**config.mk**
```make
export PLATFORM = sky130hd
export DESIGN_NAME = uri_percent_decode_dot_strip_unit
export DESIGN_NICKNAME = d
export VERILOG_FILES = /design/src/design/urpd_pkg.sv /design/src/design/uri_percent_decode_dot_strip_unit.sv
export SDC_FILE = /design/constraint.sdc
export NUM_CORES = 1
export LEC_CHECK = 0
export BUFFER_PORTS_ARGS = -buffer_cell sky130_fd_sc_hd__buf_2
export CAP_MARGIN = 20
export CORE_UTILIZATION = 45
export CTS_CLUSTER_DIAMETER = 150
export DETAILED_ROUTE_END_ITERATION = 10
export PLACE_DENSITY = 0.74
export SLEW_MARGIN = 20
export SYNTH_ARGS = -nofsm -noshare
export SYNTH_HDL_FRONTEND = slang
export SYNTH_SLANG_ARGS = --single-unit
```
**constraint.sdc**
```tcl
create_clock -name clk_i -period 4.9 [get_ports clk_i]
set_clock_uncertainty 0.2 [all_clocks]
set_input_delay 0.49 -clock clk_i [delete_from_list [all_inputs] [get_ports clk_i]]
set_output_delay 0.49 -clock clk_i [all_outputs]
set_load 0.005 [all_outputs]
```
**src/design/urpd_pkg.sv**
```systemverilog
// ----------------------------------------------------------------------------
// urpd_pkg
// Shared types, character codes and helpers for the URI percent decoder
// and dot stripper.
// ----------------------------------------------------------------------------
`default_nettype none

package urpd_pkg;

  localparam int unsigned MaxRes = 4;

  localparam logic [7:0] ChPercent = 8'h25;
  localparam logic [7:0] ChSlash   = 8'h2F;
  localparam logic [7:0] ChBslash  = 8'h5C;
  localparam logic [7:0] ChDot     = 8'h2E;
  localparam logic [7:0] ChNul     = 8'h00;

  typedef enum logic [1:0] {
    PhIdle    = 2'd0,
    PhPercent = 2'd1,
    PhDigit   = 2'd2,
    PhUnused  = 2'd3
  } phase_e;

  typedef struct packed {
    logic [7:0] data;
    logic       present;
    logic       last;
  } res_t;

  typedef struct packed {
    logic       valid;
    logic [3:0] nib;
  } hex_t;

  function automatic hex_t hex_nib(input logic [7:0] c);
    hex_t r;
    r = '0;
    if (c >= 8'h30 && c <= 8'h39) begin
      r.valid = 1'b1;
      r.nib   = 4'(c - 8'h30);
    end else if (c >= 8'h61 && c <= 8'h66) begin
      r.valid = 1'b1;
      r.nib   = 4'(c - 8'h57);
    end else if (c >= 8'h41 && c <= 8'h46) begin
      r.valid = 1'b1;
      r.nib   = 4'(c - 8'h37);
    end
    return r;
  endfunction

  function automatic logic is_slash(input logic [7:0] c);
    return (c == ChSlash) || (c == ChBslash);
  endfunction

endpackage

`default_nettype wire

```
**src/design/uri_percent_decode_dot_strip_unit.sv**
```systemverilog
// Accepted transactions are registered into the per-transaction queue, and the
// single result register drains it to the output. Throughput: one input
// transaction per cycle while each yields one result and the output is not
// stalled; several results per transaction stall input until the last loads.
// Reset: asynchronous, active low; clears escape, slash and end state and
// empties the queue and result register.
// ----------------------------------------------------------------------------
// uri_percent_decode_dot_strip_unit
// Streams a URI one byte per transaction, decodes percent escapes, drops
// dot and slash runs after a slash and ends the string at NUL.
// ----------------------------------------------------------------------------
`default_nettype none

module uri_percent_decode_dot_strip_unit (
  input  wire logic       clk_i,
  input  wire logic       rst_ni,
  input  wire logic       in_valid_i,
  output logic            in_stall_o,
  input  wire logic [7:0] in_byte_i,
  input  wire logic       in_last_i,
  output logic            out_valid_o,
  input  wire logic       out_stall_i,
  output logic [7:0]      out_byte_o,
  output logic            out_present_o,
  output logic            out_last_o
);

  localparam int unsigned IdxW = $clog2(urpd_pkg::MaxRes);
  localparam int unsigned CntW = $clog2(urpd_pkg::MaxRes + 1);

  urpd_pkg::phase_e   phase_q, phase_d;
  logic [7:0]         held_q, held_d;
  logic               slash_q, slash_d;
  logic               ended_q, ended_d;

  urpd_pkg::res_t     pend_q [urpd_pkg::MaxRes];
  urpd_pkg::res_t     pend_d [urpd_pkg::MaxRes];
  logic [CntW-1:0]    cnt_q, cnt_d;
  logic [CntW-1:0]    rd_q;
  logic [CntW-1:0]    remain;

  logic               out_valid_q;
  urpd_pkg::res_t     out_q;

  logic               out_adv;
  logic               load_out;
  logic               accept;

  logic [7:0]         cand_b [urpd_pkg::MaxRes];
  logic               cand_v [urpd_pkg::MaxRes];
  urpd_pkg::hex_t     hb;
  urpd_pkg::hex_t     hh;

  assign remain   = cnt_q - rd_q;
  assign out_adv  = !out_valid_q || !out_stall_i;
  assign load_out = out_adv && (remain != '0);
  assign in_stall_o = !((remain == '0) || ((remain == CntW'(1)) && out_adv));
  assign accept   = in_valid_i && !in_stall_o;

  assign hb = urpd_pkg::hex_nib(in_byte_i);
  assign hh = urpd_pkg::hex_nib(held_q);

  always_comb begin
    for (int i = 0; i < urpd_pkg::MaxRes; i++) begin
      cand_b[i] = urpd_pkg::ChNul;
      cand_v[i] = 1'b0;
    end
    phase_d = urpd_pkg::PhIdle;
    held_d  = held_q;
    unique case (phase_q)
      urpd_pkg::PhPercent: begin
        if (hb.valid) begin
          phase_d = urpd_pkg::PhDigit;
          held_d  = in_byte_i;
        end else begin
          cand_b[0] = urpd_pkg::ChPercent;
          cand_v[0] = 1'b1;
          if (in_byte_i == urpd_pkg::ChPercent) begin
            phase_d = urpd_pkg::PhPercent;
          end else begin
            cand_b[1] = in_byte_i;
            cand_v[1] = 1'b1;
          end
        end
      end
      urpd_pkg::PhDigit: begin
        if (hb.valid) begin
          cand_b[0] = {(hh.valid ? hh.nib : 4'h0), hb.nib};
          cand_v[0] = 1'b1;
        end else begin
          cand_b[0] = urpd_pkg::ChPercent;
          cand_v[0] = 1'b1;
          cand_b[1] = held_q;
          cand_v[1] = 1'b1;
          if (in_byte_i == urpd_pkg::ChPercent) begin
            phase_d = urpd_pkg::PhPercent;
          end else begin
            cand_b[2] = in_byte_i;
            cand_v[2] = 1'b1;
          end
        end
      end
      default: begin
        if (in_byte_i == urpd_pkg::ChPercent) begin
          phase_d = urpd_pkg::PhPercent;
        end else begin
          cand_b[0] = in_byte_i;
          cand_v[0] = 1'b1;
        end
      end
    endcase
    if (in_last_i) begin
      if (phase_d == urpd_pkg::PhPercent || phase_d == urpd_pkg::PhDigit) begin
        cand_b[2] = urpd_pkg::ChPercent;
        cand_v[2] = 1'b1;
      end
      if (phase_d == urpd_pkg::PhDigit) begin
        cand_b[3] = held_d;
        cand_v[3] = 1'b1;
      end
    end
  end

  // Strip dots and slashes after a slash, stop at NUL, pack kept bytes.
  always_comb begin
    logic            sl;
    logic            en;
    logic [CntW-1:0] k;
    logic            drop;
    sl   = slash_q;
    en   = ended_q;
    k    = '0;
    drop = 1'b0;
    for (int i = 0; i < urpd_pkg::MaxRes; i++) begin
      pend_d[i] = '0;
    end
    for (int i = 0; i < urpd_pkg::MaxRes; i++) begin
      if (cand_v[i] && !en) begin
        if (cand_b[i] == urpd_pkg::ChNul) begin
          en = 1'b1;
        end else begin
          drop = sl && (cand_b[i] == urpd_pkg::ChDot || urpd_pkg::is_slash(cand_b[i]));
          if (!drop) begin
            pend_d[k[IdxW-1:0]].data    = cand_b[i];
            pend_d[k[IdxW-1:0]].present = 1'b1;
            k  = k + CntW'(1);
            sl = urpd_pkg::is_slash(cand_b[i]);
          end
        end
      end
    end
    cnt_d = k;
    if (in_last_i) begin
      if (k == '0) begin
        pend_d[0].last = 1'b1;
        cnt_d          = CntW'(1);
      end else begin
        pend_d[IdxW'(k - CntW'(1))].last = 1'b1;
      end
    end
    slash_d = in_last_i ? 1'b0 : sl;
    ended_d = in_last_i ? 1'b0 : en;
  end

  always_ff @(posedge clk_i or negedge rst_ni) begin
    if (!rst_ni) begin
      phase_q     <= urpd_pkg::PhIdle;
      held_q      <= '0;
      slash_q     <= 1'b0;
      ended_q     <= 1'b0;
      cnt_q       <= '0;
      rd_q        <= '0;
      out_valid_q <= 1'b0;
    end else begin
      if (out_adv) begin
        out_valid_q <= load_out;
      end
      if (accept) begin
        phase_q <= in_last_i ? urpd_pkg::PhIdle : phase_d;
        held_q  <= in_last_i ? 8'h00 : held_d;
        slash_q <= slash_d;
        ended_q <= ended_d;
        cnt_q   <= cnt_d;
        rd_q    <= '0;
      end else if (load_out) begin
        rd_q <= rd_q + CntW'(1);
      end
    end
  end

  always_ff @(posedge clk_i) begin
    if (load_out) begin
      out_q <= pend_q[rd_q[IdxW-1:0]];
    end
    if (accept) begin
      for (int i = 0; i < urpd_pkg::MaxRes; i++) begin
        pend_q[i] <= pend_d[i];
      end
    end
  end

  assign out_valid_o   = out_valid_q;
  assign out_byte_o    = out_q.data;
  assign out_present_o = out_q.present;
  assign out_last_o    = out_q.last;

`ifndef SYNTH
  a_queue_bound: assert property (@(posedge clk_i) disable iff (!rst_ni)
    (cnt_q <= CntW'(urpd_pkg::MaxRes)) && (rd_q <= cnt_q))
    else $error("result queue index out of range");

  a_bare_is_last: assert property (@(posedge clk_i) disable iff (!rst_ni)
    (out_valid_o && !out_present_o) |-> out_last_o)
    else $error("bare marker without last flag");

  a_last_clears: assert property (@(posedge clk_i) disable iff (!rst_ni)
    (accept && in_last_i) |=> (phase_q == urpd_pkg::PhIdle && !slash_q && !ended_q))
    else $error("state not cleared after final transaction");

  a_accept_only_drained: assert property (@(posedge clk_i) disable iff (!rst_ni)
    accept |-> ((remain == '0) || (remain == CntW'(1) && load_out)))
    else $error("transaction accepted over undelivered results");
`endif

endmodule

`default_nettype wire
```
Word-level counts from Yosys, hierarchy flattened

Memory sizes are Yosys's and may differ from the RTL's. A register that Yosys moved wholly into a read port is not among the register bits.
Index checks and enable logic that the tools add are counted.

Bits in registers: 19
Memory bits (writable): 40
Input bits: 13
Output and inout port bits: 12
Logic and storage cells: 219
Memories: 1

Add/subtract/negate cells: 12
$lt $le $gt $ge: 20
Eq/ne operators: 18
Mux-type cells: 110
Bitwise logic cells: 4
Reductions and logical operators: 47

Memories:

| memory | words | bits a word | rd ports | clocked after Yosys merged registers in | write ports | line                                    | source |
|---|---|---|---|---|---|---|---|
| pend_q | 4     | 10          | 1        | 1                                       | 4           | uri_percent_decode_dot_strip_unit.sv:36 | `urpd_pkg::res_t pend_q [urpd_pkg::MaxRes];` |

Operators with widths:

| kind                                                                                 | count |
|---|---|
| 40-bit 2-to-1 mux                                                                    | 10 |
| 40-bit bitwise mux                                                                   | 7 |
| 10-bit demux with 2-bit select                                                       | 7 |
| 8-bit by 6-bit == test with 1-bit output (second input constant)                     | 9 |
| 8-bit 2-to-1 mux                                                                     | 8 |
| 3-bit 2-to-1 mux                                                                     | 13 |
| 9-bit 2-to-1 mux                                                                     | 4 |
| 1-bit 2-to-1 mux                                                                     | 35 |
| 8-bit by 7-bit == test with 1-bit output (second input constant)                     | 4 |
| 8-bit by 7-bit greater-or-equal comparator with 1-bit output (second input constant) | 4 |
| 8-bit by 7-bit less-or-equal comparator with 1-bit output (second input constant)    | 4 |
| 8-bit zero test                                                                      | 4 |
| 16-bit 2-to-1 mux                                                                    | 2 |
| 8-bit case mux with 2 select lines                                                   | 2 |
| 10-bit 2-to-1 mux                                                                    | 3 |
| 30-bit 2-to-1 mux                                                                    | 1 |
| 5-bit 2-to-1 mux                                                                     | 6 |
| 1-bit logical AND                                                                    | 21 |
| 8-bit by 6-bit greater-or-equal comparator with 1-bit output (second input constant) | 2 |
| 8-bit by 6-bit less-or-equal comparator with 1-bit output (second input constant)    | 2 |
| 4-bit by 3-bit subtractor with 4-bit output (second input constant)                  | 4 |
| 14-bit 2-to-1 mux                                                                    | 1 |
| 2-bit 2-to-1 mux                                                                     | 7 |
| 3-bit by 1-bit adder with 3-bit output (second input constant)                       | 4 |
| 17 further kinds                                                                     | 47 |

Longest topological paths before layout

Word-level depth: 38
Depth in mapped cells: 29
Depth with buffers taken out: 27

Worst setup path before layout

OpenSTA, ideal clock, no wires.

Path type: input-to-reg
From: in in_byte_i[1]
To: mem pend_q[0][0] (netlist bit) (data pin)
Library setup time: 0.258 ns
Data arrival time: 5.332 ns
Required time: 4.442 ns
Path slack: -0.889 ns
Stages on the path: 26
Buffers on the path: 2
Path through: clkbuf_1 -> inv_1 -> ha_1 -> or3b_4 -> and3_1 -> buf_6 -> or4_4 -> o211a_1 -> or4b_1 -> o22a_2 -> o22ai_1 -> o21ai_0 -> ha_1 -> nand2_1 -> o21a_2 -> inv_1 -> ha_1 -> nand2b_1 -> nor2_2 -> nor2_2 -> ha_1 -> inv_1 -> ha_1 -> nand2_1 -> o22ai_1 -> nor2_1

RTL lines:

| element         | line                                    | source |
|---|---|---|
| start, declared | uri_percent_decode_dot_strip_unit.sv:19 | `input wire logic [7:0] in_byte_i,` |
| end, declared   | uri_percent_decode_dot_strip_unit.sv:36 |  |

Worst setup path after layout

From: in in_byte_i[1]
To: reg cnt_q[0]

Cells in the longest elaborated chain, start to end: 29
Elaborated cells between the ends (all ways): 111
Classes of those cells: add/sub (6); order compare (6); eq/ne (15); mux (56); reduce/logical (28)

RTL lines:

| element                                                                                                                                          | line                                                                               | source |
|---|---|---|
| 8-bit by 7-bit greater-or-equal comparator with 1-bit output / 8-bit by 7-bit less-or-equal comparator with 1-bit output (equally long branches) | urpd_pkg.sv:45                                                                     | `end else if (c >= 8'h41 && c <= 8'h46) begin` |
| 1-bit logical AND                                                                                                                                | urpd_pkg.sv:45                                                                     |  |
| 5-bit 2-to-1 mux                                                                                                                                 | urpd_pkg.sv:45                                                                     |  |
| 5-bit 2-to-1 mux                                                                                                                                 | urpd_pkg.sv:42                                                                     | `end else if (c >= 8'h61 && c <= 8'h66) begin` |
| 5-bit 2-to-1 mux                                                                                                                                 | urpd_pkg.sv:39                                                                     | `if (c >= 8'h30 && c <= 8'h39) begin` |
| 8-bit 2-to-1 mux / 14-bit 2-to-1 mux (equally long branches)                                                                                     | uri_percent_decode_dot_strip_unit.sv:87, uri_percent_decode_dot_strip_unit.sv:72   |  |
| 8-bit case mux with 2 select lines                                                                                                               | uri_percent_decode_dot_strip_unit.sv:70                                            | `unique case (phase_q)` |
| 8-bit by 6-bit == test with 1-bit output / 8-bit by 7-bit == test with 1-bit output (equally long branches)                                      | urpd_pkg.sv:53                                                                     | `return (c == ChSlash) \|\| (c == ChBslash);` |
| [13 not listed]                                                                                                                                  | -                                                                                  |  |
| 3-bit 2-to-1 mux / 1-bit 2-to-1 mux (equally long branches)                                                                                      | uri_percent_decode_dot_strip_unit.sv:138                                           | `if (cand_v[i] && !en) begin` |
| 3-bit by 1-bit adder with 3-bit output / 1-bit logical AND (equally long branches)                                                               | uri_percent_decode_dot_strip_unit.sv:146, uri_percent_decode_dot_strip_unit.sv:142 |  |
| 3-bit 2-to-1 mux                                                                                                                                 | uri_percent_decode_dot_strip_unit.sv:143                                           | `if (!drop) begin` |
| 3-bit 2-to-1 mux                                                                                                                                 | uri_percent_decode_dot_strip_unit.sv:139                                           | `if (cand_b[i] == urpd_pkg::ChNul) begin` |
| 3-bit 2-to-1 mux (*)                                                                                                                             | uri_percent_decode_dot_strip_unit.sv:138                                           |  |
| 3-bit zero test                                                                                                                                  | uri_percent_decode_dot_strip_unit.sv:154                                           | `if (k == '0) begin` |
| 3-bit 2-to-1 mux                                                                                                                                 | uri_percent_decode_dot_strip_unit.sv:154                                           |  |
| 3-bit 2-to-1 mux (*)                                                                                                                             | uri_percent_decode_dot_strip_unit.sv:153                                           | `if (in_last_i) begin` |
| end signal, assigned                                                                                                                             | uri_percent_decode_dot_strip_unit.sv:183                                           | `cnt_q <= cnt_d;` |
| end, declared                                                                                                                                    | uri_percent_decode_dot_strip_unit.sv:38                                            | `logic [CntW-1:0] cnt_q, cnt_d;` |

Every way passes the cells marked *; elsewhere a longest branch is shown, timed or not.
A chain may end at the register's enable or synchronous reset.

==> results by group <==
Critical path
  – CP Data Required Time: 4910 ps
  – CP Class: input pin to register
  – Most used cell, CP: ha_4
  – Worst reg2reg path depth: 26
  – Crit Path Max Fanout: 4
  – Worst Path Arrival: 4850 ps
  – CP peak stage delay: between 500 and 600 ps
  – Worst setup EP type: register
  – CP max stage cell: or4b_4
  – Startpoint types: input pin
  – CP Depth: 27
  – Buf/Inv on CP: 4
  – Worst path top cell family by delay: simple AND/OR/NAND/NOR gates

Synth
  – Sequential-to-total area share from yosys stat: 37.1%
  – Number of synthesis warnings: 0
  – Library cells used by synthesis: 87
  – Synthesized cell area: 5320 um2
  – Cell taking the most area after synthesis: edfxtp_1
  – Post-Syn Area per Cell: 9.44 um2
  – EDFF count, synth: 50
  – Syn_nets: 600
  – Synth area leaders: edfxtp_1 (28%), dfrtp_1 (8.9%), ha_1 (5.2%)
  – Asr flop ratio synth: around 28%
  – Post-synth top cells: nand2_1 (53), edfxtp_1 (50), nor2_1 (44)
  – Ys flop type: edfxtp_1
  – Synth top area share: roughly 28%
  – Synthesized flop and latch total: a little under 70
  – Cells after Synth: 564
  – Count leader, synth: nand2_1

Clock tree
  – TritonCTS Sinks: 69
  – H-tree levels: 3
  – Clk slew on worst S/H paths: 60 ps
  – Clock buffer depth: 2
  – Worst skew pair latency: between 300 and 400 ps
  – CTS tree: built
  – Root Buffer: clkbuf_16
  – CTS Buf Count: 9

STA
  – Final hold vios: 0
  – Max Fclk: 207 MHz
  – RSZ-0062 raised after global routing: true
  – Period minus WS final: 4840 ps
  – Final setup viols: 0
  – Worst Tran Pin Value: 911 ps
  – Slew HR: 38.9%
  – Fin. max-slew vios: 0
  – Final period util: 98.8%
  – Setup TNS: 0 ps

Place
  – Final Wtd Congestion: 0.999
  – Placed Area: 6590 um2
  – DP HPWL: around 14,000 um
  – Port Buffer Count: 24
  – Placed Cells: between 800 and 900

Route
  – Pre-antenna DRT Iters: 5
  – Vias: approximately 5,300
  – Post-Route WL: 18,500 um
  – Drt wl/cell: 21.2 um
  – Drt drc: 0
  – Initial DRC Count: 388
  – Via/cell ratio: approximately 6.1
  – Post-DRT Antenna Nets: 0

Floorplanning
  – Die area: 12,300 um2
  – Initial core utilization: a little under half
  – Ports: 25
  – Row cnt: 39
  – Die Y: 111 um
  – DIE WIDTH: 111 um
  – Core Area: 11,500 um2

Global route
  – Overflow after GRT: 0
  – Initial antenna violation count: 0
  – First-pass GRT wire length: 28,300 um
  – Largest net degree at the start of global routing: 26
  – Number of global-route vias before repair: 5,343
  – GR Util All Layers: between 20 and 30%

Outcome
  – Outcome: finished clean

Power and ir drop
  – P_sw: 1.33 mW
  – Max VDD drop: 0.553 mV
  – Reg power frac: 29.6%
  – PD cells: ~470 nW/um2
  – Pwr Total: 3.49 mW
  – Leak: slightly below 3 nW
  – Internal: 2.16 mW
  – Clock network power share: between 10% and 20%
  – Sw frac: a little under two fifths
  – Logic pwr share: 51.4%

Min path
  – Class of the worst hold path: input pin to register
  – Hold path cells: 3

Cells and area
  – Fin area: about 7400 um2
  – Antenna fix cells: 0
  – Share of cells above drive strength 1: just over 40%
  – Nets: 762
  – Layout Cells excl Fill: 874
  – Area Growth Syn to Fin: 39.9%

Job
  – Max Cap Violations: 0
==> path summary, 6_finish.rpt <==
kind                       slack, ps    startpoint           to
setup / recovery                  60  in_byte_i[1]     cnt_q[0]
hold / removal                   230   out_stall_i  out_valid_o
setup reg to reg                  70    phase_q[1]     cnt_q[0]
hold reg to reg                  330      cnt_q[1]     cnt_q[1]
max in group asynchronous       3640        rst_ni    held_q[0]
min in group asynchronous        470        rst_ni     cnt_q[0]
==> area by class of cell <==
type	count	area, um2
Multi-Input combinational cell	430	3450
Tap cell	143	179
Clock inverter	6	70.1
Fill cell	901	4020
Inverter	31	129
Timing Repair Buffer	185	1400
Sequential cell	69	1980
Clock buffer	10	239
==> logic make-up (layout without fill, tap and decap cells) <==
group                    after synthesis  in the layout  share of synthesized area, %
AO/OA/AOI/OAI                        137            137                          18.3
multiplexers                          41             41                          10.2
buffers and inverters                 66            232                          5.41
XOR/XNOR                               6              6                          1.13
adder cells (fa/ha/maj)               23             23                          5.55
flip-flops                            69             69                          37.1
AND/OR/NAND/NOR                      222            223                          22.3
==> layer usage <==
layer / vias up / GRT usage [%] / routed length (um)
met2: 232 / 49.1 / 8950
met3: 70 / 3.55 / 988
met1: 2559 / 37.6 / 7530
li1: 2458 / - / -
met5: - / 0 / 0
met4: 0 / 16.2 / 1080
==> registers in the layout, indices dropped and copies added, names as in the netlist <==
register / cells
cnt_q: 3
ended_q: 1
held_q: 8
out_byte_o: 8
out_last_o: 1
out_present_o: 1
out_valid_o: 1
pend_q: 40
phase_q: 2
rd_q: 3
slash_q: 1
==> what timing repair did <==
item | CTS | global route
gates resized for setup | 11 | 64
endpoints found under the setup margin | 16 | 42
hold endpoints to repair | 19 | 0
pin swaps | 2 | 19
cloned | 0 | 2
buffers inserted | 14 | 13
hold buffers | 1 | 0
==> through the flow <==
stage                     utilization [%]  worst slack, ps  hold WS, ps
final                                65.0             60.4          228
after global routing                 65.0             -133          238
after CTS                            61.5             3.41          229
after detailed placement             57.4             -373          295
after global placement               57.4             -368          284
after floorplan                         -             -330        -5.59
==> worst reg2reg max path: stages (launching register included) <==
cell	delay [ps]
dfrtp_1	430
buf_4	170
inv_1	60
ha_1	150
nor2_1	90
or4_4	530
o211a_1	160
or4b_4	520
o22a_4	200
o22ai_2	120
o21ai_2	80
ha_1	270
nand2_1	80
o21a_2	160
inv_2	50
ha_4	240
nand2b_4	80
nor2_4	50
nor2_4	130
ha_4	150
inv_2	40
ha_4	290
nor2_4	40
a21oi_2	110
nand2_1	90
o22ai_2	130
a21oi_1	70
==> power by group through the flow <==
| stage | sequential (mW) | combinational, mW | clock, mW |
|---|---|---|---|
| after global routing | 1.05 | 1.91 | 0.696 |
| after floorplan | 1.00 | 0.938 | 0 |
| final | 1.03 | 1.79 | 0.663 |
| after detailed placement | 1.04 | 1.54 | 0 |
| after global placement | 1.03 | 1.51 | 0 |
| after CTS | 1.03 | 1.56 | 0.671 |
==> cells in the final DEF (no fill, tap or decap), drive strengths merged, types with 7 or more instances in the layout <==
cell type / instances
ha: 22
nand4: 7
o21ai: 37
a21oi: 21
nor3: 16
nand3: 24
edfxtp: 50
nand2b: 7
inv: 31
mux4: 10
buf: 183
dfrtp: 19
nor4: 9
mux2i: 26
o22ai: 9
and2: 13
clkbuf: 11
nand2: 55
nor2: 48
(Power assumes the default switching activity.)
